### src/ddo_pkg.sv
// shared types, constants and the arctangent table of the odometry block
// used by every module of differential_drive_odometry; depends on nothing
package ddo_pkg;

    localparam int W_OPND = 34;   // multiplier operands and trig values
    localparam int W_PROD = 68;   // full product
    localparam int W_NUM  = 68;   // divider dividend magnitude
    localparam int W_DEN  = 48;   // divider divisor magnitude
    localparam int W_DA   = 48;   // heading change before reduction

    localparam logic signed [33:0] Q29_PI      = 34'sd1686629713;
    localparam logic signed [33:0] Q29_TWO_PI  = 34'sd3373259426;
    localparam logic signed [33:0] Q29_HALF_PI = 34'sd843314857;
    localparam logic signed [33:0] Q29_GAIN    = 34'sd326016437;

    localparam logic [1:0] CFG_CM_PER_TICK = 2'd0;
    localparam logic [1:0] CFG_INV_TRACK   = 2'd1;

    localparam logic [23:0] CM_PER_TICK_RST = 24'd1463980;
    localparam logic [23:0] INV_TRACK_RST   = 24'd745654;

    typedef enum logic [3:0] {
        OP_NONE,
        OP_MUL_DL,
        OP_MUL_DR,
        OP_MUL_DA,
        OP_CORDIC_H,
        OP_STRAIGHT_Y,
        OP_STRAIGHT_X,
        OP_DIV_MOD,
        OP_CORDIC_H2,
        OP_MUL_Y,
        OP_DIV_Y,
        OP_MUL_X,
        OP_DIV_X,
        OP_COMMIT
    } t_op;

    typedef struct packed {
        logic load;
        logic start;
        t_op  op;
    } t_cmd;

    typedef struct packed {
        logic done;
        logic da_zero;
    } t_stat;

    function automatic logic [28:0] atan_q29(input logic [4:0] i);
        unique case (i)
            5'd0:  return 29'd421657428;
            5'd1:  return 29'd248918915;
            5'd2:  return 29'd131521918;
            5'd3:  return 29'd66762579;
            5'd4:  return 29'd33510843;
            5'd5:  return 29'd16771758;
            5'd6:  return 29'd8387925;
            5'd7:  return 29'd4194219;
            5'd8:  return 29'd2097141;
            5'd9:  return 29'd1048575;
            5'd10: return 29'd524288;
            5'd11: return 29'd262144;
            5'd12: return 29'd131072;
            5'd13: return 29'd65536;
            5'd14: return 29'd32768;
            5'd15: return 29'd16384;
            5'd16: return 29'd8192;
            5'd17: return 29'd4096;
            5'd18: return 29'd2048;
            5'd19: return 29'd1024;
            5'd20: return 29'd512;
            5'd21: return 29'd256;
            5'd22: return 29'd128;
            5'd23: return 29'd64;
            5'd24: return 29'd32;
            5'd25: return 29'd16;
            5'd26: return 29'd8;
            5'd27: return 29'd4;
            5'd28: return 29'd2;
            5'd29: return 29'd1;
            default: return 29'd0;
        endcase
    endfunction

endpackage

### src/ddo_ctrl.sv
// odometry sequencer: steps the datapath through one pose update per item
// and owns both stream handshakes; depends on ddo_pkg
module ddo_ctrl (
    input  logic           i_clk,
    input  logic           i_rst_n,
    input  logic           i_s_valid,
    output logic           o_s_ready,
    output logic           o_m_valid,
    input  logic           i_m_ready,
    output ddo_pkg::t_cmd  o_cmd,
    input  ddo_pkg::t_stat i_stat
);
    import ddo_pkg::*;

    typedef enum logic [1:0] {S_IDLE, S_RUN, S_COMMIT, S_PUB} t_state;

    t_state r_state;
    logic   r_start, r_valid;
    t_op    r_op;

    assign o_s_ready   = r_state == S_IDLE;
    assign o_m_valid   = r_valid;
    assign o_cmd.load  = i_s_valid && o_s_ready;
    assign o_cmd.start = r_start;
    assign o_cmd.op    = r_op;

    always_ff @(posedge i_clk) begin
        if (!i_rst_n) begin
            r_state <= S_IDLE;
            r_start <= 1'b0;
            r_op    <= OP_NONE;
            r_valid <= 1'b0;
        end else begin
            r_start <= 1'b0;
            if (r_valid && i_m_ready)
                r_valid <= 1'b0;
            unique case (r_state)
                S_IDLE: begin
                    if (i_s_valid) begin
                        r_state <= S_RUN;
                        r_start <= 1'b1;
                        r_op    <= OP_MUL_DL;
                    end
                end
                S_RUN: begin
                    if (i_stat.done) begin
                        r_start <= 1'b1;
                        unique case (r_op)
                            OP_MUL_DL:     r_op <= OP_MUL_DR;
                            OP_MUL_DR:     r_op <= OP_MUL_DA;
                            OP_MUL_DA:     r_op <= OP_CORDIC_H;
                            OP_CORDIC_H:
                                r_op <= i_stat.da_zero ? OP_STRAIGHT_Y : OP_DIV_MOD;
                            OP_STRAIGHT_Y: r_op <= OP_STRAIGHT_X;
                            OP_DIV_MOD:    r_op <= OP_CORDIC_H2;
                            OP_CORDIC_H2:  r_op <= OP_MUL_Y;
                            OP_MUL_Y:      r_op <= OP_DIV_Y;
                            OP_DIV_Y:      r_op <= OP_MUL_X;
                            OP_MUL_X:      r_op <= OP_DIV_X;
                            OP_STRAIGHT_X, OP_DIV_X: begin
                                r_start <= 1'b0;
                                r_state <= S_COMMIT;
                            end
                            default: begin
                                r_start <= 1'b0;
                                r_state <= S_IDLE;
                            end
                        endcase
                    end
                end
                // pose registers are the output payload: wait until it is free
                S_COMMIT: begin
                    if (!r_valid || i_m_ready) begin
                        r_start <= 1'b1;
                        r_op    <= OP_COMMIT;
                        r_state <= S_PUB;
                    end
                end
                S_PUB: begin
                    r_valid <= 1'b1;
                    r_state <= S_IDLE;
                end
                default: r_state <= S_IDLE;
            endcase
        end
    end

endmodule

### config.mk
export PLATFORM = sky130hd
export DESIGN_NAME = ddo_ctrl
export DESIGN_NICKNAME = d
export VERILOG_FILES = /design/src/ddo_pkg.sv /design/src/ddo_ctrl.sv
export SDC_FILE = /design/constraint.sdc
export NUM_CORES = 1
export LEC_CHECK = 0
export ABC_AREA = 1
export BUFFER_PORTS_ARGS = -buffer_cell sky130_fd_sc_hd__clkbuf_2
export CAP_MARGIN = 30
export CELL_PAD_IN_SITES_DETAIL_PLACEMENT = 0
export CELL_PAD_IN_SITES_GLOBAL_PLACEMENT = 1
export CORE_MARGIN = 1.5
export CORE_UTILIZATION = 38
export DETAILED_ROUTE_END_ITERATION = 10
export PLACE_DENSITY_LB_ADDON = 0.08
export REMOVE_ABC_BUFFERS = 1
export SLEW_MARGIN = 20
export SYNTH_ARGS = -nofsm -noshare
export SYNTH_HDL_FRONTEND = slang
export SYNTH_SLANG_ARGS = --single-unit
export TNS_END_PERCENT = 10
### constraint.sdc
create_clock -name i_clk -period 4.2 [get_ports i_clk]
set_clock_uncertainty 0.1 [all_clocks]
set_input_delay 0.21 -clock i_clk [delete_from_list [all_inputs] [get_ports i_clk]]
set_output_delay 0.21 -clock i_clk [all_outputs]
set_load 0.03 [all_outputs]
==> results of run 1 <==
cells in the mapped netlist:
cell type	count	area (µm²)
a21oi_1	5	25.0
buf_4	1	7.51
buf_6	1	11.3
dfxtp_1	8	160
ha_1	4	50.1
inv_1	14	52.6
inv_2	3	11.3
nand2_1	27	101
nand2_2	8	50.1
nand3_1	8	40.0
nand3_2	2	20.0
nand4_1	1	6.26
nor2_1	14	52.6
nor2_2	3	18.8
nor2_4	2	22.5
nor3_1	1	5.00
nor3_4	1	16.3
o211ai_1	1	7.51
o21ai_0	5	25.0
o21ai_1	1	5.00
cell type report:
type,instances,area (µm²)
well taps,25,31.3
flip-flops and latches,8,160
clock buffers,3,22.5
inverters,17,63.8
repair buffers,13,65.1
multi-input cells,83,445
fillers,196,920
through the flow:
stage / worst slack [ps] / instance area (µm²)
3_3_place_gp: 2440 / 766
6_report: 2370 / 788
2_1_floorplan: 2430 / 669
4_1_cts: 2360 / 788
5_1_grt: 2210 / 788
3_5_place_dp: 2380 / 766
layout by cell type (no fill, tap or decap), types with 3 or more instances in the layout:
cell type  count
clkbuf_4       3
nor2_1        14
o21ai_0        5
ha_1           4
inv_1         14
clkbuf_2      13
nand2_2        8
nor2_2         3
dfxtp_1        8
inv_2          3
nand2_1       27
a21oi_1        5
nand3_1        8
power groups by stage:
stage                     Clock, mW  Sequential [mW]  Combinational [mW]
after floorplan                   0            0.167               0.298
after global placement            0            0.140               0.411
after detailed placement          0            0.140               0.409
after CTS                    0.0625            0.138               0.412
after global routing         0.0653            0.142               0.461
final                        0.0599            0.138               0.410
worst min-delay path: stages:
cell      delay (ps)
clkbuf_2          90
nand3_1           80
a21oi_1           60
routing by layer:
layer  wire (µm)  vias up
li1            -      369
met1         824      281
met2         680       15
met3          50        4
met4          21        0
met5           0        -
how the worst min path moves through the flow:
stage / from / end / cells after the start
after floorplan: i_rst_n / r_op[3]$_SDFFE_PN0P_ / 2
after global placement: i_stat[1] / r_start$_SDFF_PN0_ / 3
after detailed placement: i_stat[1] / r_start$_SDFF_PN0_ / 3
after CTS: i_stat[1] / r_start$_SDFF_PN0_ / 3
after global routing: i_stat[1] / r_start$_SDFF_PN0_ / 3
final: i_stat[1] / r_start$_SDFF_PN0_ / 3
cell families (layout without fill, tap and decap cells):
kind of cell             after synthesis  count (layout)  share of synthesized area (%)
AO/OA/AOI/OAI                         12              12                           9.09
AND/OR/NAND/NOR                       67              67                           48.4
adder cells (fa/ha/maj)                4               4                           7.27
flip-flops                             8               8                           23.3
buffers and inverters                 19              33                           12.0
==> results.py, run 1 <==
metrics = {
    "worst_setup_path": {
        "startpoint_type": "flop",
        "critPathCapture": "r_op[1]$_SDFFE_PN0P_",
        "required_ps": 4250,
        "end_kind": "flop",
        "critical-path-top-delay-family": "simple AND/OR/NAND/NOR gates",
        "cp_cell_sequence": "inv_1 > ha_1 > inv_1 > nor2_1 > nor3_4 > nand2_2 > nor2_4 > nand2_1 > nand2_1 > nor2_2",
        "cp.arrival_ps": 1880,
        "crit_path_max_incr_delay_ps": 400,
        "worstReg2RegStart": "r_state[0]$_SDFFE_PN0P_",
        "worstReg2RegEnd": "r_op[1]$_SDFFE_PN0P_",
        "cp_num_cells": 10,
        "crit_path_start": "r_state[0]$_SDFFE_PN0P_",
        "critPathBufInv": 2,
        "r2r_slack_ps": 2370,
        "worstSetupPathType": "reg2reg",
        "slowest_stage": "dfxtp_1",
        "r2r_cells": 10,
        "critical_path.max_fanout": 6,
    },
    "place": {
        "io_buffers": 13,
        "gp_congestion": 0.813,
        "hpwl_mm": 1.26,
        "dp_cells": 146,
    },
    "clock_network": {
        "cts.htree.levels": 1,
        "cts_tree": "built",
        "clockRootBuffer": "clkbuf_4",
        "cts_buffer_depth": 2,
        "cts_buffers": 3,
        "insertion_delay_ps": 260,
        "ctsResizeCount": 0,
        "post-cts-setup-buffer-count": 0,
        "cts.hold.buffers_added": 0,
        "clk_pin_slew_ps": 60,
        "clock-sinks": 8,
    },
    "power_and_ir_drop": {
        "report.power.total_uw": 607,
        "peakVddDrop_uv": 302,
        "power_switching_share_pct": 55.4,
        "internal_power_uw": 271,
        "p_comb_share_pct": 67.5,
        "pwr-share-seq_pct": 22.7,
        "p_sw_uw": 337,
        "p_leak_nw": 0.414,
        "clkPwrFrac_pct": 9.9,
        "power.density_nw_per_um2": 770,
    },
    "yosys": {
        "yosys_warnings": 0,
        "yosys_register_bits": 8,
        "postSynthCellCount": 110,
        "synth_sequential_area_ratio_pct": 23.3,
        "ys_types": 20,
        "syn_area_per_cell_um2": 6.26,
        "synthesis.area_um2": 688,
    },
    "detailed_routing": {
        "ant_nets": 0,
        "drtIter0Drc": 15,
        "num_vias": 669,
        "via_per_inst": 4.49,
        "wl_mm": 1.58,
        "dr.pass1.iters": 4,
        "wl_per_cell_um": 10.6,
        "drcViolationCount": 0,
    },
    "global_routing": {
        "grt_max_degree": 11,
        "grt_pass1_vias": 536,
        "met1_usage_pct": 25.3,
        "grt.busiest_layer": "met1",
        "grt_pass1_wl_mm": 2.46,
        "antenna_found_initial": 0,
        "grt_util_met3_pct": 3.57,
        "grtUsageTotal_pct": 16.5,
        "grt_use_met2_pct": 21.7,
        "overflow": 0,
    },
    "floorplanning": {
        "die-area_um2": 2080,
        "rows": 15,
        "die_h_um": 45.6,
        "ioPinCount": 14,
        "initial_utilization_pct": 40.3,
        "die_w_um": 45.6,
        "core_area_um2": 1710,
    },
    "timing": {
        "setup_viol": 0,
        "min_period_ps": 1830,
        "hold_slack_ps": 124,
        "fin_tns_setup_ps": 0,
        "slew_headroom_pct": 76.2,
        "hold_viol_final": 0,
        "tightest_slew_ps": 357,
        "post-route-period-util_pct": 43.7,
        "maxSlewViolCount": 0,
        "fmax_mhz": 545,
        "rsz0062_at_grt": "false",
    },
    "final_layout": {
        "final_core_util_pct": 46.2,
        "antenna-diode-count": 0,
        "layout-drive-gt1-share_pct": 28.2,
        "finalNonFillerCells": 149,
        "syn_to_final_growth_pct": 14.5,
        "nets": 136,
    },
    "run_status": {
        "status": "complete, no violations",
    },
    "hold_path": {
        "hold_class": "in2reg",
    },
    "flow_run": {
        "cap_violations": 0,
    },
}
(Power assumes the default switching activity.)
==> run 2, diff against run 1 <==
- CORE_UTILIZATION: 38 -> 36
- clock period: 4.2 -> 1.8 ns (I/O delays scaled with it)
==> run 2 against run 1 <==
Largest cell class unchanged. Non-clock buffer count increased by 4. First-iteration DRC count decreased by 27%. Wire length decreased by 1.3%. Design area increased by 4.9%. Power increased by 140%. Die area increased by 5.2%. Sequential power increased by 140%. Highest routed layer unchanged. Sequential share of layout area decreased by 0.50 points. Count of clock-buffer cells in the layout unchanged.
==> results.py, run 2 (synthesized netlist as in run 1, its figures left out) <==
metrics = {
    "power_and_ir_drop": {
        "power_switching_share_pct": 54.2,
        "pwr-share-seq_pct": 22.3,
        "p_sw_uw": 798,
        "power.density_nw_per_um2": 1780,
        "clkPwrFrac_pct": 9.8,
        "p_leak_nw": 0.431,
        "p_comb_share_pct": 67.9,
        "peakVddDrop_uv": 807,
        "report.power.total_mw": 1.47,
        "internal_power_uw": 674,
    },
    "global_routing": {
        "overflow": 0,
        "grt_pass1_vias": 625,
        "grt_max_degree": 10,
        "antenna_found_initial": 0,
        "grtUsageTotal_pct": 17.5,
        "grt_pass1_wl_mm": 2.61,
    },
    "detailed_routing": {
        "wl_mm": 1.56,
        "drtIter0Drc": 11,
        "via_per_inst": 4.50,
        "wl_per_cell_um": 10.2,
        "num_vias": 689,
        "ant_nets": 0,
        "dr.pass1.iters": 4,
        "drcViolationCount": 0,
    },
    "clock_network": {
        "clock-sinks": 8,
        "clk_pin_slew_ps": 60,
        "cts_buffers": 3,
        "cts_buffer_depth": 2,
        "insertion_delay_ps": 260,
        "cts_tree": "built",
        "clockRootBuffer": "clkbuf_4",
        "cts.htree.levels": 1,
    },
    "final_layout": {
        "layout-drive-gt1-share_pct": 32.8,
        "nets": 140,
        "antenna-diode-count": 0,
        "finalNonFillerCells": 153,
        "syn_to_final_growth_pct": 20.2,
        "final_cell_mix": "nand2_1, nor2_1, clkbuf_2",
        "final_common_cell": "nand2_1",
    },
    "timing": {
        "min_period_ps": 1680,
        "setup_viol": 0,
        "slew_headroom_pct": 78.3,
        "maxSlewViolCount": 0,
        "post-route-period-util_pct": 93.1,
        "setup_ws_ps": 124,
        "hold_viol_final": 0,
        "fin_tns_setup_ps": 0,
        "fmax_mhz": 597,
        "tightest_slew_ps": 326,
        "rsz0062_at_grt": "false",
    },
    "flow_run": {
        "cap_violations": 0,
    },
    "floorplanning": {
        "die-area_um2": 2180,
        "ioPinCount": 14,
        "core_area_um2": 1760,
        "die_h_um": 46.7,
        "die_w_um": 46.7,
        "initial_utilization_pct": 39.0,
        "rows": 15,
    },
    "place": {
        "gp_congestion": 0.801,
        "place_ws_ps": 60.3,
        "dp_cells": 148,
        "hpwl_mm": 1.25,
        "io_buffers": 13,
    },
    "worst_setup_path": {
        "required_ps": 1860,
        "cp.arrival_ps": 1730,
        "end_kind": "flop",
        "critical_path.max_fanout": 6,
        "worstSetupPathType": "reg2reg",
        "startpoint_type": "flop",
    },
    "hold_path": {
        "hold_class": "in2reg",
    },
    "run_status": {
        "status": "complete, no violations",
    },
}
run 2: through the flow:
step / hold slack, ps / util [%] / instance area (µm²)
floorplan: 110 / - / 669
global placement: 271 / 44.3 / 781
detailed placement: 266 / 44.3 / 781
CTS: 40.9 / 46.1 / 813
global route: 55.8 / 46.9 / 827
finish: 34.4 / 46.9 / 827
run 2: critical path, cell delays in order (launching register included):
cell,delay [ps]
dfxtp_4,370
inv_2,50
ha_2,190
inv_2,70
nor2_1,70
nor3_4,280
nand2_2,110
nor2_4,160
nand2_1,70
nand2_1,70
nor2_2,30
run 2: path summary, 6_finish.rpt:
path / startpoint / endpoint / slack [ps] / cells past startpoint
max: r_state[0]$_SDFFE_PN0P_ / r_op[1]$_SDFFE_PN0P_ / 120 / 10
max reg2reg: r_state[0]$_SDFFE_PN0P_ / r_op[1]$_SDFFE_PN0P_ / 120 / 10
min: i_rst_n / r_state[0]$_SDFFE_PN0P_ / 30 / 3
min reg2reg: o_m_valid$_SDFFE_PN0P_ / o_m_valid$_SDFFE_PN0P_ / 450 / 2
run 2: repair_timing:
| action | 4_1_cts | 5_1_grt |
|---|---|---|
| hold buffers | 1 | 0 |
| endpoints found under the hold margin | 1 | 0 |
| resized for setup | 0 | 5 |
| endpoints found under the setup margin | 0 | 4 |
| buffers inserted | 0 | 1 |
run 2: power by group through the flow:
stage	logic [mW]	clock network (mW)	registers, mW
after global placement	0.997	0	0.324
after floorplan	0.696	0	0.389
after global routing	1.13	0.159	0.342
after CTS	0.995	0.151	0.321
after detailed placement	0.988	0	0.326
final	1.00	0.144	0.329
run 2: layout make-up:
type	instances	area (µm²)
Sequential cell	8	164
Inverter	17	63.8
Fill cell	216	937
Timing Repair Buffer	17	97.6
Tap cell	25	31.3
Multi-Input combinational cell	83	448
Clock buffer	3	22.5
run 2: routing by layer:
layer	up-vias	wire, µm	track usage (%)
met4	0	46	11.1
met2	7	644	23.6
met3	4	35	3.92
met1	299	829	24.8
met5	-	0	0
li1	379	-	-
==> run 3, diff against run 2 <==
- ABC_AREA: 1 -> default
- CORE_UTILIZATION: 36 -> 37
==> run 3 against run 2 <==
Die area down 10%. Design area is 5.6% lower. Maximum frequency decreased by 2.7%. Core utilization up 3.2 points. Clock power fell by 5%. Count of clock-buffer cells in the layout unchanged. Critical path type unchanged.
==> results.py, run 3 <==
metrics = {
    "yosys": {
        "synth_sequential_area_ratio_pct": 25.3,
        "synth_ff_type": "dfxtp_1",
        "synthesis.area_um2": 632,
        "syn_area_per_cell_um2": 8.42,
        "synth_edf_count": 0,
        "yosysMostFrequentCell": "nand2_1",
        "yosys_warnings": 0,
        "postSynthCellCount": 75,
        "yosys-top-cells-area": "dfxtp_1, ha_1, nand2_1",
        "async_flop_share_pct": 0,
        "synth.top_cell.area_share_pct": 25.3,
        "ys_types": 33,
        "ys_top_cells_by_count": "nand2_1, dfxtp_1, inv_1, nor2_1",
        "yosys_register_bits": 8,
        "synth_area_leader_cell": "dfxtp_1",
    },
    "floorplanning": {
        "die_h_um": 44.3,
        "core_area_um2": 1560,
        "rows": 14,
        "die-area_um2": 1960,
        "initial_utilization_pct": 40.5,
        "die_w_um": 44.3,
        "ioPinCount": 14,
    },
    "global_routing": {
        "grt_pass1_vias": 532,
        "grt_pass1_wl_mm": 2.40,
        "grtUsageTotal_pct": 16.9,
        "grt_max_degree": 14,
        "overflow": 0,
        "antenna_found_initial": 0,
    },
    "final_layout": {
        "regArea_um2": 163,
        "final_cell_mix": "clkbuf_2, nand2_1, buf_4",
        "multi_input_area_um2": 439,
        "final_common_cell": "clkbuf_2",
        "final_core_util_pct": 50.1,
        "nets": 105,
        "fillerInstances": 153,
        "layout-drive-gt1-share_pct": 35.5,
        "final_cell_area_um2": 781,
        "antenna-diode-count": 0,
        "syn_to_final_growth_pct": 23.6,
    },
    "clock_network": {
        "post-cts-setup-buffer-count": 0,
        "cts.htree.levels": 1,
        "cts_tree": "built",
        "cts_buffers": 3,
        "cts_buffer_depth": 2,
        "cts.hold.buffers_added": 0,
        "insertion_delay_ps": 250,
        "clock-sinks": 8,
        "clockRootBuffer": "clkbuf_4",
        "clk_pin_slew_ps": 50,
    },
    "worst_setup_path": {
        "worstReg2RegEnd": "r_op[2]$_SDFFE_PN0P_",
        "startpoint_type": "flop",
        "end_kind": "flop",
        "required_ps": 1860,
        "cp_cell_sequence": "inv_1 > ha_2 > nor2b_4 > a2111oi_4 > o211ai_4 > o31ai_2",
        "worstSetupPathType": "reg2reg",
        "r2r_slack_ps": 80,
        "crit_path_max_incr_delay_ps": 390,
        "cp.arrival_ps": 1780,
        "slowest_stage": "a2111oi_4",
        "critical_path.max_fanout": 6,
        "r2r_cells": 6,
    },
    "timing": {
        "hold_slack_ps": 75.6,
        "maxSlewViolCount": 0,
        "min_period_ps": 1720,
        "tightest_slew_ps": 524,
        "setup_ws_ps": 77.6,
        "hold_viol_final": 0,
        "fin_tns_setup_ps": 0,
        "slew_headroom_pct": 65.0,
        "fmax_mhz": 581,
        "setup_viol": 0,
        "post-route-period-util_pct": 95.7,
    },
    "power_and_ir_drop": {
        "pwr-share-seq_pct": 34.8,
        "p_sw_uw": 225,
        "clkPwrFrac_pct": 22.7,
        "p_leak_nw": 0.318,
        "p_comb_share_pct": 42.4,
        "internal_power_uw": 380,
        "power.density_nw_per_um2": 774,
        "peakVddDrop_uv": 385,
        "power_switching_share_pct": 37.2,
    },
    "hold_path": {
        "min-delay-start": "i_rst_n",
        "min_to": "r_state[0]$_SDFFE_PN0P_",
        "hold-path-cell-count": 3,
        "hold_class": "in2reg",
    },
    "place": {
        "place_area_um2": 741,
        "gp_congestion": 0.720,
        "io_buffers": 13,
        "hpwl_mm": 1.07,
        "place_ws_ps": 57.2,
    },
    "detailed_routing": {
        "via_per_inst": 5.24,
        "num_vias": 571,
        "wl_per_cell_um": 12.8,
        "drcViolationCount": 0,
        "dr.pass1.iters": 6,
        "wl_mm": 1.40,
        "drtIter0Drc": 13,
        "ant_nets": 0,
    },
    "run_status": {
        "status": "complete, no violations",
    },
    "flow_run": {
        "cap_violations": 0,
    },
}
run 3: worst max-delay path by stage:
stage | from | to | cells after the start | slack [ps]
final | flop | r_op[2]$_SDFFE_PN0P_ | 6 | 80
after global routing | flop | r_op[2]$_SDFFE_PN0P_ | 6 | -30
after CTS | r_state[0]$_SDFFE_PN0P_ | r_op[2]$_SDFFE_PN0P_ | 6 | 40
after detailed placement | r_state[0]$_SDFFE_PN0P_ | r_op[2]$_SDFFE_PN0P_ | 6 | 60
after global placement | flop | r_state[0]$_SDFFE_PN0P_ | 8 | 40
after floorplan | r_state[0]$_SDFFE_PN0P_ | r_op[0]$_SDFFE_PN0P_ | 7 | -80
run 3: metal layers:
metal	vias up	GRT usage, %	part of all wire [%]
met3	0	7.76	4.7
li1	298	-	-
met5	-	0	0
met4	0	3.64	0
met1	261	24.1	48
met2	12	23.2	47
run 3: critical path, delay by kind of cell, from the launching register on:
kind	cells	cell delay [ps]
AO/OA/AOI/OAI	3	840
flip-flops	1	320
adder cells (fa/ha/maj)	1	180
AND/OR/NAND/NOR	1	140
buffers and inverters	1	50
run 3: metrics by stage:
step	power (mW)	cells
floorplan	0.385	70
CTS	0.606	109
global route	0.653	109
global placement	0.465	106
detailed placement	0.463	106
finish	0.604	109
run 3: repair_timing:
| item | CTS | global route |
|---|---|---|
| gates resized for setup | 0 | 6 |
| endpoints found under the setup margin | 0 | 6 |
| endpoints found under the hold margin | 0 | 0 |
run 3: cell families (layout without fill, tap and decap cells):
logic type      after synthesis  in the layout  synth area share, %
compound gates               20             20                 27.1
mux                           2              2                 3.17
simple gates                 29             29                 26.1
flops                         8              8                 25.3
xor+xnor                      2              2                 2.77
fa+ha+maj                     4              4                 7.92
buf+inv                      10             28                 7.52
run 3: power groups by stage:
stage	clock, mW	combinational (mW)	sequential [mW]
floorplan	0	0.151	0.234
CTS	0.145	0.251	0.209
global placement	0	0.252	0.214
global route	0.156	0.284	0.213
detailed placement	0	0.251	0.212
finish	0.137	0.256	0.211
run 3: cell type report:
type,instances,area share [%]
Inverter,5,2.40
Timing Repair Buffer,20,15.1
Multi-Input combinational cell,57,56.2
Sequential cell,8,20.8
Clock buffer,3,2.88
Tap cell,16,2.56
